## src/sv/nvis_pkg.sv

```systemverilog
// shared types and codes for the nearest value index search block
`default_nettype none
package nvis_pkg;

	localparam int KeyWidth = 32;
	localparam int IdxWidth = 14;
	localparam int LenWidth = 15;

	localparam logic KIND_LOAD  = 1'b0;
	localparam logic KIND_QUERY = 1'b1;

	typedef struct packed {
		logic                        kind;
		logic [IdxWidth-1:0]         element_index;
		logic signed [KeyWidth-1:0]  item_value;
		logic                        final_query;
	} nvis_in_t;

	typedef struct packed {
		logic [IdxWidth-1:0] nearest_index;
		logic                batch_last;
	} nvis_out_t;

	typedef enum logic [1:0] {
		RD_PROBE = 2'd0,
		RD_MID   = 2'd1,
		RD_HI    = 2'd2,
		RD_BELOW = 2'd3
	} nvis_rd_sel_t;

	typedef enum logic [1:0] {
		BS_HOLD  = 2'd0,
		BS_PROBE = 2'd1,
		BS_ZERO  = 2'd2,
		BS_STEP  = 2'd3
	} nvis_bs_op_t;

	typedef enum logic [1:0] {
		RES_HOLD = 2'd0,
		RES_ZERO = 2'd1,
		RES_HI   = 2'd2,
		RES_R    = 2'd3
	} nvis_res_sel_t;

	typedef struct packed {
		logic          accept;
		logic          probe_init;
		logic          probe_dbl;
		logic          rd_en;
		nvis_rd_sel_t  rd_sel;
		nvis_bs_op_t   bs_op;
		logic          r_cap;
		logic          vr_cap;
		nvis_res_sel_t res_sel;
		logic          out_load;
	} nvis_cmd_t;

	typedef struct packed {
		logic n_zero;
		logic probe_lt_n;
		logic elem_lt_tgt;
		logic lo_lt_hi;
		logic r_nz;
		logic low_wins;
		logic out_busy;
	} nvis_sts_t;

endpackage
`default_nettype wire

```

## src/sv/nvis_ctrl.sv

```systemverilog
// sequencer for the probe doubling and binary search passes
`default_nettype none
module nvis_ctrl (
	input  wire                 clk,
	input  wire                 arst_n,
	input  wire                 in_valid,
	input  wire                 in_kind,
	output logic                in_stall,
	input  nvis_pkg::nvis_sts_t sts,
	output nvis_pkg::nvis_cmd_t cmd
);
	import nvis_pkg::*;

	typedef enum logic [7:0] {
		ST_IDLE      = 8'b0000_0001,
		ST_PROBE_RD  = 8'b0000_0010,
		ST_PROBE_CHK = 8'b0000_0100,
		ST_BS_RD     = 8'b0000_1000,
		ST_BS_CHK    = 8'b0001_0000,
		ST_R_CHK     = 8'b0010_0000,
		ST_BELOW_CHK = 8'b0100_0000,
		ST_FIN       = 8'b1000_0000
	} nvis_state_t;

	nvis_state_t st_q, st_d;
	logic        second_q, second_d;

	always_ff @(posedge clk or negedge arst_n) begin
		if (!arst_n) begin
			st_q     <= ST_IDLE;
			second_q <= 1'b0;
		end else begin
			st_q     <= st_d;
			second_q <= second_d;
		end
	end

	always_comb begin
		cmd      = '0;
		st_d     = st_q;
		second_d = second_q;
		in_stall = 1'b1;
		case (st_q)
			ST_IDLE: begin
				in_stall = 1'b0;
				if (in_valid) begin
					cmd.accept = 1'b1;
					if (in_kind == KIND_QUERY) begin
						second_d = 1'b0;
						if (sts.n_zero) begin
							cmd.res_sel = RES_ZERO;
							st_d        = ST_FIN;
						end else begin
							cmd.probe_init = 1'b1;
							st_d           = ST_PROBE_RD;
						end
					end
				end
			end
			ST_PROBE_RD: begin
				if (sts.probe_lt_n) begin
					cmd.rd_en  = 1'b1;
					cmd.rd_sel = RD_PROBE;
					st_d       = ST_PROBE_CHK;
				end else begin
					cmd.bs_op = BS_PROBE;
					st_d      = ST_BS_RD;
				end
			end
			ST_PROBE_CHK: begin
				if (sts.elem_lt_tgt) begin
					cmd.probe_dbl = 1'b1;
					st_d          = ST_PROBE_RD;
				end else begin
					cmd.bs_op = BS_PROBE;
					st_d      = ST_BS_RD;
				end
			end
			ST_BS_RD: begin
				if (sts.lo_lt_hi) begin
					cmd.rd_en  = 1'b1;
					cmd.rd_sel = RD_MID;
					st_d       = ST_BS_CHK;
				end else if (second_q) begin
					cmd.res_sel = RES_HI;
					st_d        = ST_FIN;
				end else begin
					cmd.r_cap  = 1'b1;
					cmd.rd_en  = 1'b1;
					cmd.rd_sel = RD_HI;
					st_d       = ST_R_CHK;
				end
			end
			ST_BS_CHK: begin
				cmd.bs_op = BS_STEP;
				st_d      = ST_BS_RD;
			end
			ST_R_CHK: begin
				cmd.vr_cap = 1'b1;
				if (sts.elem_lt_tgt) begin
					cmd.bs_op = BS_ZERO;
					second_d  = 1'b1;
					st_d      = ST_BS_RD;
				end else if (sts.r_nz) begin
					cmd.rd_en  = 1'b1;
					cmd.rd_sel = RD_BELOW;
					st_d       = ST_BELOW_CHK;
				end else begin
					cmd.res_sel = RES_R;
					st_d        = ST_FIN;
				end
			end
			ST_BELOW_CHK: begin
				if (sts.low_wins) begin
					cmd.bs_op = BS_ZERO;
					second_d  = 1'b1;
					st_d      = ST_BS_RD;
				end else begin
					cmd.res_sel = RES_R;
					st_d        = ST_FIN;
				end
			end
			ST_FIN: begin
				if (!sts.out_busy) begin
					cmd.out_load = 1'b1;
					st_d         = ST_IDLE;
				end
			end
			default: begin
				st_d = ST_IDLE;
			end
		endcase
	end

	// a load beat leaves the controller idle in the next cycle
	a_load_single: assert property (@(posedge clk) disable iff (!arst_n)
		(in_valid && !in_stall && in_kind == KIND_LOAD) |=> st_q == ST_IDLE)
		else $error("load beat did not return to idle");

	a_query_busy: assert property (@(posedge clk) disable iff (!arst_n)
		(in_valid && !in_stall && in_kind == KIND_QUERY) |=> st_q != ST_IDLE)
		else $error("query beat left controller idle");

	a_fin_hold: assert property (@(posedge clk) disable iff (!arst_n)
		(st_q == ST_FIN && sts.out_busy) |=> st_q == ST_FIN)
		else $error("result dropped while output register full");

endmodule
`default_nettype wire

```

## config.mk

```make
export PLATFORM = sky130hd
export DESIGN_NAME = nvis_ctrl
export DESIGN_NICKNAME = d
export VERILOG_FILES = /design/src/sv/nvis_pkg.sv /design/src/sv/nvis_ctrl.sv
export SDC_FILE = /design/constraint.sdc
export NUM_CORES = 1
export LEC_CHECK = 0
export ABC_AREA = 0
export CORE_MARGIN = 2
export CORE_UTILIZATION = 48
export DETAILED_ROUTE_END_ITERATION = 12
export DONT_BUFFER_PORTS = 1
export HOLD_SLACK_MARGIN = 0.03
export PLACE_DENSITY = 0.65
export SLEW_MARGIN = 25
export SYNTH_ARGS = -nofsm -noshare
export SYNTH_HDL_FRONTEND = slang
export SYNTH_SLANG_ARGS = --single-unit
```

## constraint.sdc

```tcl
create_clock -name clk -period 1.52 [get_ports clk]
set_input_delay 0.152 -clock clk [delete_from_list [all_inputs] [get_ports clk]]
set_output_delay 0.152 -clock clk [all_outputs]
set_load 0.01 [all_outputs]
```

# After elaboration in Yosys (flattened, before gate mapping)
# Index checks and enable logic that the tools add are counted.
totals:
  inputBits: 11
  wordCells: 68
  ff_bits: 9
classes:
  n_eq_ne: 13
  n_reduce_logical: 3
  mux: 50
ops:
  columns: ["op", "count"]
  rows:
  - ["$mux W8", 9]
  - ["$pmux W8 S8", 1]
  - ["$mux W1", 20]
  - ["$mux W2", 9]
  - ["$mux W3", 5]
  - ["$ne A2 B2 Y1 const B", 5]
  - ["$pmux W2 S5", 1]
  - ["$pmux W3 S3", 1]
  - ["$eq A8 B1 Y1 const B", 1]
  - ["$eq A8 B2 Y1 const B", 1]
  - ["$eq A8 B3 Y1 const B", 1]
  - ["$eq A8 B4 Y1 const B", 1]
  - ["$eq A8 B5 Y1 const B", 1]
  - ["$eq A8 B6 Y1 const B", 1]
  - ["$eq A8 B7 Y1 const B", 1]
  - ["$eq A8 B8 Y1 const B", 1]
  - ["$mux W4", 2]
  - ["$pmux W2 S4", 1]
  - ["$reduce_and A5 Y1", 1]
  - ["$pmux W1 S3", 1]
  - ["$reduce_and A3 Y1", 1]
  - ["$reduce_bool A3 Y1", 1]

# Depth between registers and ports, before layout
# Gate-level depths: netlist (run 1).
logic_depth:
  ltp_word: 4
  depth_mapped: 7
  mapped_depth_nobuf: 6

# Worst setup path before layout (run 1)
# OpenSTA, ideal clock, no wires.
synth_timing:
  path_kind: "register -> output"
  startpoint: "register st_q[1]"
  endpoint: "output port cmd[8] (netlist bit)"
  required_ns: 1.368
  stages_incl_launch_ff: 5
  path_buffers: 0
  arrival_ns: 1.519
  path_slack_ns: -0.151
  cell_sequence: "dfrtp_1 -> nor4_4 -> nand4b_1 -> nor3_1 -> nand2b_1"
synth_rtl:
  columns: ["item", "line_no", "rtl"]
  rows:
  - ["start, declared", "nvis_ctrl.sv:25", "nvis_state_t st_q, st_d;"]
  - ["start signal, assigned", "nvis_ctrl.sv:33", "st_q <= st_d;"]
  - ["end, declared", "nvis_ctrl.sv:10", "output nvis_pkg::nvis_cmd_t cmd"]

==> insert_results.sql, run 1 <==
INSERT INTO impl_metrics (metric_group, metric, value, unit) VALUES
('grt', 'antenna_found_initial', '0', ''),
('finish', 'synthToLayoutAreaGrowth', '73.1', '%'),
('finish', 'finalInstanceArea', '0.00110', 'mm^2'),
('power', 'leakage_power_of_the_design', '0.000514', 'uW'),
('floorplanning', 'fp.dieH', '40.3', 'um'),
('synthesis', 'synth_area_per_cell', '9.45', 'um^2'),
('synthesis', 'synth_edf_count', '0', ''),
('clocking', 'cts_made_buffers', '3', ''),
('grt', 'grt-ovfl-total', '0', ''),
('clocking', 'cts_root_buffer', 'sky130_fd_sc_hd__clkbuf_4', ''),
('power', 'ir_drop', '0.944', 'mV'),
('floorplanning', 'core_area', '0.00127', 'mm^2'),
('grt', 'grt_use_met1', '34.7', '%'),
('synthesis', 'synth_top_family_by_area', 'simple AND/OR/NAND/NOR gates', ''),
('critical_path', 'startpoint_type', 'flip-flop', ''),
('grt', 'first_global_vias', '658', ''),
('power', 'power-per-cell-area', '1380', 'mW/mm^2'),
('synthesis', 'synth_top_area_share', '31.6', '%'),
('clocking', 'clkLatencyLatePin', '0.25', 'ns'),
('timing', 'setup_total_negative_slack', '-5.90', 'ns'),
('routing', 'route.final.wire_length', '2.25', 'mm'),
('placement', 'port_buffers', '0', ''),
('finish', 'most-common-layout-cells', '22 x sky130_fd_sc_hd__buf_4, 8 x sky130_fd_sc_hd__buf_6, 8 x sky130_fd_sc_hd__dfrtp_1', ''),
('clocking', 'cts.clk_slew.worst_paths', '0.06', 'ns'),
('timing', 'timing.final.ws_setup', '-0.427', 'ns'),
('synthesis', 'ys_seq_elements', '9', ''),
('placement', 'global_placer_s_final_weighted_congestion', '0.765', ''),
('routing', 'vias', '722', ''),
('synthesis', 'async_reset_ff_share', '100', '%'),
('timing', 'fmaxAchievable', '514', 'MHz'),
('synthesis', 'ys_dominant_reg_cell', 'sky130_fd_sc_hd__dfrtp_1', ''),
('routing', 'drc', '0', ''),
('synthesis', 'synth-compound-area-share', '15.2', '%'),
('timing', 'hold_viol_final', '0', ''),
('grt', 'grt_util_all_layers', '28.7', '%'),
('timing', 'final_period_minus_worst_setup_slack', '1.95', 'ns'),
('timing', 'report.final.slew_viol_count', '0', ''),
('clocking', 'cts_max_level', '1', ''),
('timing', 'slew_limit_headroom', '72.9', '%'),
('floorplanning', 'floorplan.die_area', '0.00163', 'mm^2'),
('finish', 'final_net_count', '114', ''),
('placement', 'placed_cell_area', '807', 'um^2'),
('run_status', 'violations', 'setup timing', ''),
('grt', 'globalRouteMet2Util', '47.6', '%'),
('critical_path', 'cp_data_arrival_time', '1.79', 'ns'),
('timing', 'tightestPinTransition', '0.405', 'ns'),
('synthesis', 'number_of_library_cell_types_mapped_by_synthesis', '31', ''),
('floorplanning', 'ioPinCount', '25', ''),
('synthesis', 'post_synthesis_xor_xnor_area_fraction', '0', '%'),
('run_status', 'status', 'complete, but fails checks', ''),
('critical_path', 'timing.critical_path.to_type', 'primary output', ''),
('synthesis', 'synth.cell_area', '633', 'um^2'),
('synthesis', 'synthAdderAreaFrac', '0', '%'),
('routing', 'final_antenna_net_count', '0', ''),
('critical_path', 'critical_path.max_fanout', '3', ''),
('timing', 'setup-violations-final', '20', ''),
('synthesis', 'synth_warnings', '0', ''),
('synthesis', 'post_synth_and_or_nand_nor_area_fraction', '44.3', '%'),
('grt', 'grt_use_met3', '3.33', '%'),
('clocking', 'tritoncts', 'done', ''),
('synthesis', 'yosysSeqAreaShare', '35.8', '%'),
('grt', 'largest_net_degree_at_the_start_of_global_routing', '10', ''),
('routing', 'drtPass1Iterations', '4', ''),
('finish', 'insertedDiodeCount', '0', ''),
('clocking', 'max-clock-path-buffers', '2', ''),
('placement', 'dp_hpwl', '1.47', 'mm'),
('finish', 'final_common_cell', 'sky130_fd_sc_hd__buf_4', ''),
('floorplanning', 'core.rowCount', '13', ''),
('clocking', 'total_number_of_clock_tree_sinks', '9', ''),
('timing', 'final.setup_skew', '0.00341', 'ns'),
('timing', 'layout_worst_path_cycle_share', '128', '%');
## synth_stat cells, drive strengths merged (2+ instances only)
| library cell | instances |
|---|---|
| nor2 | 9 |
| dfrtp | 8 |
| inv | 6 |
| nand4b | 6 |
| nand3 | 4 |
| and2 | 3 |
| nand2 | 3 |
| and4b | 2 |
| nand2b | 2 |
| nand4 | 2 |
| nor2b | 2 |
| nor3 | 2 |
| nor4 | 2 |
| o211ai | 2 |
| o21ai | 2 |
| o221ai | 2 |
## power breakdown
group | leakage, uW | switching, uW | total (uW) | internal, uW
clock network | 0.0000150 | 78.6 | 179 | 101
logic | 0.000377 | 469 | 985 | 516
registers | 0.000121 | 54.2 | 350 | 295
## cell families (layout without fill, tap and decap cells)
family | Yosys count | after routing
simple gates | 40 | 40
buf+inv | 7 | 42
flops | 9 | 9
compound gates | 11 | 11
## through the flow
| step | worst slack [ns] | utilization [%] | power, uW | std cells | hold WS (ns) |
|---|---|---|---|---|---|
| 3_5_place_dp | -0.156 | 63.6 | 965 | 100 | -0.143 |
| 2_1_floorplan | -0.0514 | - | 842 | 67 | -0.144 |
| 5_1_grt | -0.472 | 86.4 | 1600 | 117 | 0.0429 |
| 3_3_place_gp | -0.119 | 63.6 | 943 | 100 | -0.143 |
| 6_report | -0.427 | 86.4 | 1510 | 117 | 0.0480 |
| 4_1_cts | -0.359 | 78.6 | 1340 | 113 | 0.0419 |
## flip-flops by register name, indices dropped and copies added (netlist names)
| register | flops |
|---|---|
| second_q | 1 |
| st_q | 8 |
## critical path, stage by stage, from the launching register on
cell                       delay, ns
sky130_fd_sc_hd__dfrtp_1        0.42
sky130_fd_sc_hd__nor4_4         0.32
sky130_fd_sc_hd__buf_4          0.19
sky130_fd_sc_hd__nand4b_4       0.13
sky130_fd_sc_hd__o32ai_4        0.28
sky130_fd_sc_hd__a41o_1         0.20
## cell type report
cell class	count	area (um^2)
Inverter	6	22.5
Clock buffer	4	26.3
Timing Repair Buffer	32	275
Sequential cell	9	226
Fill cell	61	173
Tap cell	15	18.8
Multi-Input combinational cell	51	527
## metal layers
layer	wire, um	share of wire (%)
met1	810	36
met2	1250	56
met3	106	4.7
met4	80	3.6
met5	0	0
## what timing repair did
item,CTS,global route
endpoints found under the setup margin,21,22
hold endpoints to repair,10,0
hold buffers,2,0
pin swaps,12,12
setup buffers,7,4
gates resized for setup,22,15
## final timing paths
path | from | to | slack [ns] | cells past startpoint
worst max-delay path | st_q[7]$_DFFE_PN0P_ | cmd[1] | -0.43 | 5
worst min-delay path | sts[3] | st_q[4]$_DFFE_PN0P_ | 0.05 | 1
worst max register to register | st_q[7]$_DFFE_PN0P_ | st_q[7]$_DFFE_PN0P_ | -0.33 | 8
worst min register to register | second_q$_DFFE_PN0P_ | st_q[5]$_DFFE_PN0P_ | 0.57 | 1
max in group asynchronous | arst_n | st_q[0]$_DFFE_PN1P_ | 0.94 | 1
min in group asynchronous | arst_n | second_q$_DFFE_PN0P_ | 0.26 | 1
Note: power is estimated with default switching activity, not from simulation.
==> run 2, diff against run 1 <==
Settings changed: HOLD_SLACK_MARGIN 0.03 to default, PLACE_DENSITY 0.65 to default.
Clock period 1.52 ns to 1.8 ns, I/O delays scaled along.
==> run 2 against run 1 <==
The flow still finishes with violations (setup timing). Total power decreased by 21%. Final cell count decreased by 11%. Sequential share of layout area increased by 2.8 points. First-iteration DRC count increased by 100%. Die area unchanged. Critical path type unchanged. Largest power group unchanged.
==> insert_results.sql, run 2 (synthesis results as in run 1) <==
INSERT INTO impl_metrics (metric_group, metric, value, unit) VALUES
('power', 'power_switching_share', '42.2', '%'),
('clocking', 'tritoncts', 'done', ''),
('clocking', 'cts_max_level', '1', ''),
('placement', 'global_placer_s_final_weighted_congestion', '0.784', ''),
('floorplanning', 'floorplan.die_area', '0.00163', 'mm^2'),
('finish', 'layout.filler_cells', '81', ''),
('finish', 'regMostFlops', 'st_q', ''),
('critical_path', 'cp_data_arrival_time', '1.77', 'ns'),
('routing', 'route.final.wire_length', '1.97', 'mm'),
('run_status', 'status', 'complete, but fails checks', ''),
('finish', 'synthToLayoutAreaGrowth', '52.4', '%'),
('grt', 'first_global_vias', '608', ''),
('power', 'relative_contribution_of_the_clock_network_to_total_power', '12.9', '%'),
('clocking', 'cts_made_buffers', '3', ''),
('finish', 'final_cells', '104', ''),
('finish', 'most-common-layout-cells', '15 x sky130_fd_sc_hd__buf_4, 8 x sky130_fd_sc_hd__dfrtp_1, 7 x sky130_fd_sc_hd__nor2_1, 5 x sky130_fd_sc_hd__inv_1, 5 x sky130_fd_sc_hd__nand4b_1', ''),
('timing', 'rsz_0062_raised_after_global_routing', 'yes', ''),
('critical_path', 'startpoint_type', 'flip-flop', ''),
('timing', 'report.final.slew_viol_count', '0', ''),
('grt', 'grt_util_all_layers', '27.0', '%'),
('routing', 'drc', '0', ''),
('floorplanning', 'fp.dieH', '40.3', 'um'),
('timing', 'fmaxAchievable', '513', 'MHz'),
('finish', 'largest_reg_flops', '8', ''),
('worst_hold_path', 'hp-class', 'input pin to flip-flop', ''),
('power', 'ir_drop', '0.751', 'mV'),
('routing', 'vias', '635', ''),
('critical_path', 'worst_ep_required_time', '1.62', 'ns'),
('power', 'proportion_of_power_drawn_by_flip_flops_and_latches', '25.2', '%'),
('routing', 'detailedRoute.firstIterationViolations', '24', ''),
('clocking', 'cts.clk_slew.worst_paths', '0.06', 'ns'),
('timing', 'tightestPinTransition', '0.376', 'ns'),
('run_status', 'violations', 'setup timing', ''),
('timing', 'final.setup_skew', '0.00898', 'ns'),
('finish', 'insertedDiodeCount', '0', ''),
('power', 'cell_internal_pwr', '691', 'uW'),
('routing', 'wire_per_inst', '18.9', 'um'),
('power', 'leakage_power_of_the_design', '0.000484', 'uW'),
('timing', 'setup-violations-final', '14', ''),
('routing', 'final_antenna_net_count', '0', ''),
('floorplanning', 'core_area', '0.00127', 'mm^2'),
('routing', 'post_drt_via_cell_ratio', '6.11', ''),
('clocking', 'clkLatencyLatePin', '0.26', 'ns'),
('placement', 'port_buffers', '0', ''),
('finish', 'final_net_count', '101', ''),
('run', 'max-cap-violations', '0', ''),
('grt', 'grt_first_pass_wirelength', '2.75', 'mm'),
('power', 'share_comb_of_total_power', '61.9', '%'),
('critical_path', 'timing.critical_path.to_type', 'primary output', ''),
('grt', 'largest_net_degree_at_the_start_of_global_routing', '10', ''),
('floorplanning', 'ioPinCount', '25', ''),
('timing', 'hold_viol_final', '0', ''),
('finish', 'post_route_cells_drive_above_1_share', '49.4', '%'),
('timing', 'layout_worst_path_cycle_share', '108', '%'),
('timing', 'timing.final.ws_setup', '-0.149', 'ns'),
('routing', 'drtPass1Iterations', '5', ''),
('power', 'power.switching', '505', 'uW'),
('critical_path', 'critPathKind', 'flip-flop to primary output', ''),
('timing', 'final_period_minus_worst_setup_slack', '1.95', 'ns'),
('placement', 'place_inst', '84', ''),
('finish', 'largest_registers', 'st_q: 8 flops, second_q: 1 flops', ''),
('clocking', 'total_number_of_clock_tree_sinks', '9', ''),
('floorplanning', 'initial_core_util', '49.9', '%'),
('power', 'power-per-cell-area', '1240', 'mW/mm^2'),
('clocking', 'cts_root_buffer', 'sky130_fd_sc_hd__clkbuf_4', ''),
('critical_path', 'critical_path.max_fanout', '4', ''),
('finish', 'final_common_cell', 'sky130_fd_sc_hd__buf_4', ''),
('grt', 'antenna_found_initial', '0', ''),
('floorplanning', 'x_dimension_of_the_die', '40.3', 'um'),
('floorplanning', 'core.rowCount', '13', ''),
('clocking', 'max-clock-path-buffers', '2', ''),
('placement', 'dp_hpwl', '1.19', 'mm'),
('grt', 'grt-ovfl-total', '0', ''),
('timing', 'slew_limit_headroom', '74.8', '%'),
('placement', 'place_worst_setup_slack', '0.0280', 'ns');
-- run 2: changes by cell type in the layout (fill, tap and decap cells not counted), sizes merged --
cell and change:
buf -13
-- run 2: what timing repair did --
item	4_1_cts	5_1_grt
resized for setup	19	10
hold buffers	1	1
setup endpoints to repair	10	17
setup buffers	15	0
hold endpoints to repair	9	1
pin swaps	15	7
-- run 2: final cells by class --
type                       count  area [um^2]  share of cell area [%]
multi-input combinational     51          510                    52.9
sequential                     9          226                    23.5
timing repair buffer          19          155                    16.1
inverter                       6         27.5                    2.85
clock buffer                   4         26.3                    2.72
tap                           15         18.8                    1.95
-- run 2: final timing paths --
kind | depth (start not counted) | start | slack, ns | end
worst max register to register | 7 | st_q[3]$_DFFE_PN0P_ | -0.01 | st_q[7]$_DFFE_PN0P_
min in group asynchronous | 1 | arst_n | 0.27 | st_q[1]$_DFFE_PN0P_
worst min-delay path | 2 | sts[5] | 0.11 | st_q[2]$_DFFE_PN0P_
worst max-delay path | 4 | st_q[3]$_DFFE_PN0P_ | -0.15 | cmd[1]
worst min register to register | 1 | second_q$_DFFE_PN0P_ | 0.52 | st_q[5]$_DFFE_PN0P_
max in group asynchronous | 1 | arst_n | 1.22 | st_q[0]$_DFFE_PN1P_
-- run 2: metal layers --
metal  routed length (um)  global-route usage [%]  vias to the layer above
met3                  117                    3.89                        4
met5                    0                       0                        -
li1                     -                       -                      299
met4                   25                    10.8                        0
met2                  977                    43.1                       29
met1                  847                    36.6                      303
-- run 2: per-stage QoR --
step	utilization, %	power [uW]	hold slack, ns	cell area [um^2]	setup TNS (ns)
6_report	76.0	1200	0.106	965	-1.03
2_1_floorplan	-	682	-0.116	633	0
5_1_grt	76.0	1260	0.101	965	-2.22
3_3_place_gp	52.6	724	-0.115	667	0
3_5_place_dp	52.6	729	-0.115	667	0
4_1_cts	72.2	1050	0.000475	916	-0.623
-- run 2: critical path: stages (launching register included) --
cell and delay (ns):
sky130_fd_sc_hd__dfrtp_1 0.41, sky130_fd_sc_hd__nor4_4 0.41, sky130_fd_sc_hd__nand4b_4 0.19, sky130_fd_sc_hd__o32ai_4 0.31, sky130_fd_sc_hd__a41o_1 0.19
-- run 2: power by group through the flow --
stage / clock network [uW] / registers [uW] / logic, uW
after floorplan: 0 / 297 / 385
after global placement: 0 / 306 / 418
after detailed placement: 0 / 309 / 420
after CTS: 154 / 300 / 599
after global routing: 172 / 305 / 782
final: 155 / 302 / 740
==> run 3, diff against run 2 <==
==> constraint.sdc (replaced) <==
create_clock -name clk -period 1.8 [get_ports clk]
set_input_delay 0.09 -clock clk [delete_from_list [all_inputs] [get_ports clk]]
set_output_delay 0.09 -clock clk [all_outputs]
set_load 0.01 [all_outputs]
==> run 3 against run 2 <==
Design area did not move. Routed wire length grew 2.8%. Global-route usage increased by 0.35 points. Clock skew fell by 0.0066 ns. Highest routed layer unchanged. Hold slack got worse by 0.096 ns. Fmax up 5.1%. The run still ends with setup timing left.
==> insert_results.sql, run 3 (synthesis results as in run 1) <==
INSERT INTO impl_metrics (metric_group, metric, value, unit) VALUES
('finish', 'most-common-layout-cells', '13 x sky130_fd_sc_hd__buf_4, 7 x sky130_fd_sc_hd__nor2_1, 5 x sky130_fd_sc_hd__inv_1, 5 x sky130_fd_sc_hd__nand4b_1, 5 x sky130_fd_sc_hd__dfrtp_1', ''),
('floorplanning', 'core_area', '0.00127', 'mm^2'),
('floorplanning', 'fp.dieH', '40.3', 'um'),
('placement', 'placed_cell_area', '674', 'um^2'),
('grt', 'first_global_vias', '585', ''),
('finish', 'layout.filler_cells', '95', ''),
('power', 'power-per-cell-area', '1200', 'mW/mm^2'),
('placement', 'port_buffers', '0', ''),
('finish', 'largest_reg_flops', '8', ''),
('finish', 'area.sequential', '230', 'um^2'),
('routing', 'detailedRoute.firstIterationViolations', '21', ''),
('finish', 'regMostFlops', 'st_q', ''),
('clocking', 'cts_made_buffers', '3', ''),
('routing', 'vias', '661', ''),
('finish', 'post_route_cells_drive_above_1_share', '51.1', '%'),
('timing', 'layout_worst_path_cycle_share', '103', '%'),
('grt', 'largest_net_degree_at_the_start_of_global_routing', '10', ''),
('timing', 'setup_total_negative_slack', '-0.142', 'ns'),
('power', 'leakage_power_of_the_design', '0.000472', 'uW'),
('grt', 'antenna_found_initial', '0', ''),
('timing', 'slew_limit_headroom', '74.5', '%'),
('routing', 'post_drt_via_cell_ratio', '6.30', ''),
('finish', 'largest_registers', 'st_q: 8 flops, second_q: 1 flops', ''),
('clocking', 'cts_root_buffer', 'sky130_fd_sc_hd__clkbuf_4', ''),
('finish', 'final_common_cell', 'sky130_fd_sc_hd__buf_4', ''),
('timing', 'final_period_minus_worst_setup_slack', '1.85', 'ns'),
('timing', 'rsz_0062_raised_after_global_routing', 'yes', ''),
('clocking', 'max-clock-path-buffers', '2', ''),
('run_status', 'violations', 'setup timing', ''),
('placement', 'place_worst_setup_slack', '0.118', 'ns'),
('clocking', 'cts_max_level', '1', ''),
('grt', 'grt_first_pass_wirelength', '2.69', 'mm'),
('critical_path', 'cp_data_arrival_time', '1.76', 'ns'),
('floorplanning', 'core.rowCount', '13', ''),
('critical_path', 'worst_ep_required_time', '1.71', 'ns'),
('grt', 'grt_util_all_layers', '27.4', '%'),
('placement', 'dp_hpwl', '1.23', 'mm'),
('routing', 'wire_per_inst', '19.3', 'um'),
('grt', 'grt-ovfl-total', '0', ''),
('timing', 'hold_viol_final', '0', ''),
('clocking', 'clkLatencyLatePin', '0.26', 'ns'),
('finish', 'insertedDiodeCount', '0', ''),
('floorplanning', 'floorplan.die_area', '0.00163', 'mm^2'),
('finish', 'synthToLayoutAreaGrowth', '52.4', '%'),
('timing', 'report.final.slew_viol_count', '0', ''),
('floorplanning', 'ioPinCount', '25', ''),
('timing', 'final.setup_skew', '0.00243', 'ns'),
('finish', 'final_net_count', '102', ''),
('routing', 'final_antenna_net_count', '0', ''),
('clocking', 'tritoncts', 'done', ''),
('critical_path', 'critical_path.max_fanout', '4', ''),
('critical_path', 'critPathKind', 'flip-flop to primary output', ''),
('finish', 'finalInstanceArea', '965', 'um^2'),
('clocking', 'total_number_of_clock_tree_sinks', '9', ''),
('routing', 'route.final.wire_length', '2.02', 'mm'),
('placement', 'global_placer_s_final_weighted_congestion', '0.781', ''),
('timing', 'fmaxAchievable', '539', 'MHz'),
('run_status', 'status', 'complete, but fails checks', ''),
('floorplanning', 'initial_core_util', '49.9', '%'),
('routing', 'drtPass1Iterations', '6', ''),
('clocking', 'cts.clk_slew.worst_paths', '0.06', 'ns'),
('power', 'ir_drop', '0.727', 'mV'),
('run', 'max-cap-violations', '0', ''),
('routing', 'drc', '0', ''),
('critical_path', 'startpoint_type', 'flip-flop', ''),
('critical_path', 'timing.critical_path.to_type', 'primary output', ''),
('timing', 'setup-violations-final', '7', ''),
('finish', 'multiInputGateArea', '489', 'um^2'),
('timing', 'timing.final.ws_setup', '-0.0537', 'ns'),
('worst_hold_path', 'hp-class', 'input pin to flip-flop', ''),
('timing', 'tightestPinTransition', '0.382', 'ns'),
('floorplanning', 'x_dimension_of_the_die', '40.3', 'um');
run 3: repair_timing:
item / 4_1_cts / 5_1_grt
setup buffers: 9 / 4
hold endpoints to repair: 12 / 0
gates resized for setup: 10 / 20
pin swaps: 8 / 10
hold buffers: 3 / 0
endpoints found under the setup margin: 9 / 13
run 3: area by class of cell:
class                           count  share of cell area, %
Sequential cell                     9                   23.9
Multi-Input combinational cell     51                   50.7
Inverter                            6                   2.85
Tap cell                           15                   1.95
Clock buffer                        4                   2.72
Timing Repair Buffer               20                   17.9
run 3: worst max-delay path, stage by stage (launching register included):
cell and delay, ns:
sky130_fd_sc_hd__dfrtp_2 0.43, sky130_fd_sc_hd__nor4_4 0.41, sky130_fd_sc_hd__nand4b_4 0.18, sky130_fd_sc_hd__o32ai_4 0.29, sky130_fd_sc_hd__a41o_1 0.19
run 3: final timing paths:
check / from / to / slack [ns] / cells past startpoint
hold / removal: sts[2] / st_q[6]$_DFFE_PN0P_ / 0.01 / 2
setup reg to reg: st_q[3]$_DFFE_PN0P_ / st_q[0]$_DFFE_PN1P_ / 0.01 / 7
max in group asynchronous: arst_n / st_q[0]$_DFFE_PN1P_ / 1.31 / 1
min in group asynchronous: arst_n / second_q$_DFFE_PN0P_ / 0.18 / 1
hold reg to reg: second_q$_DFFE_PN0P_ / st_q[5]$_DFFE_PN0P_ / 0.53 / 1
setup / recovery: st_q[3]$_DFFE_PN0P_ / cmd[1] / -0.05 / 4
run 3: power breakdown:
group	switching (uW)	internal, uW	leakage, uW
sequential	53.7	252	0.000117
combinational	362	338	0.000340
clock	66.1	85.1	0.0000150
run 3: routing by layer:
layer,track usage (%),vias up,part of all wire [%]
li1,-,298,-
met1,32.4,315,41
met2,43.5,38,47
met3,5.00,10,6.7
met4,20.8,0,4.6
met5,0,-,0
run 3: through the flow:
step	hold slack [ns]	std cells	total power, uW	util [%]
detailed placement	-0.205	85	720	53.2
floorplan	-0.206	67	682	-
global placement	-0.205	85	709	53.2
finish	0.0108	105	1160	76.0
global route	0.00825	105	1220	76.0
CTS	0.0177	101	972	67.0
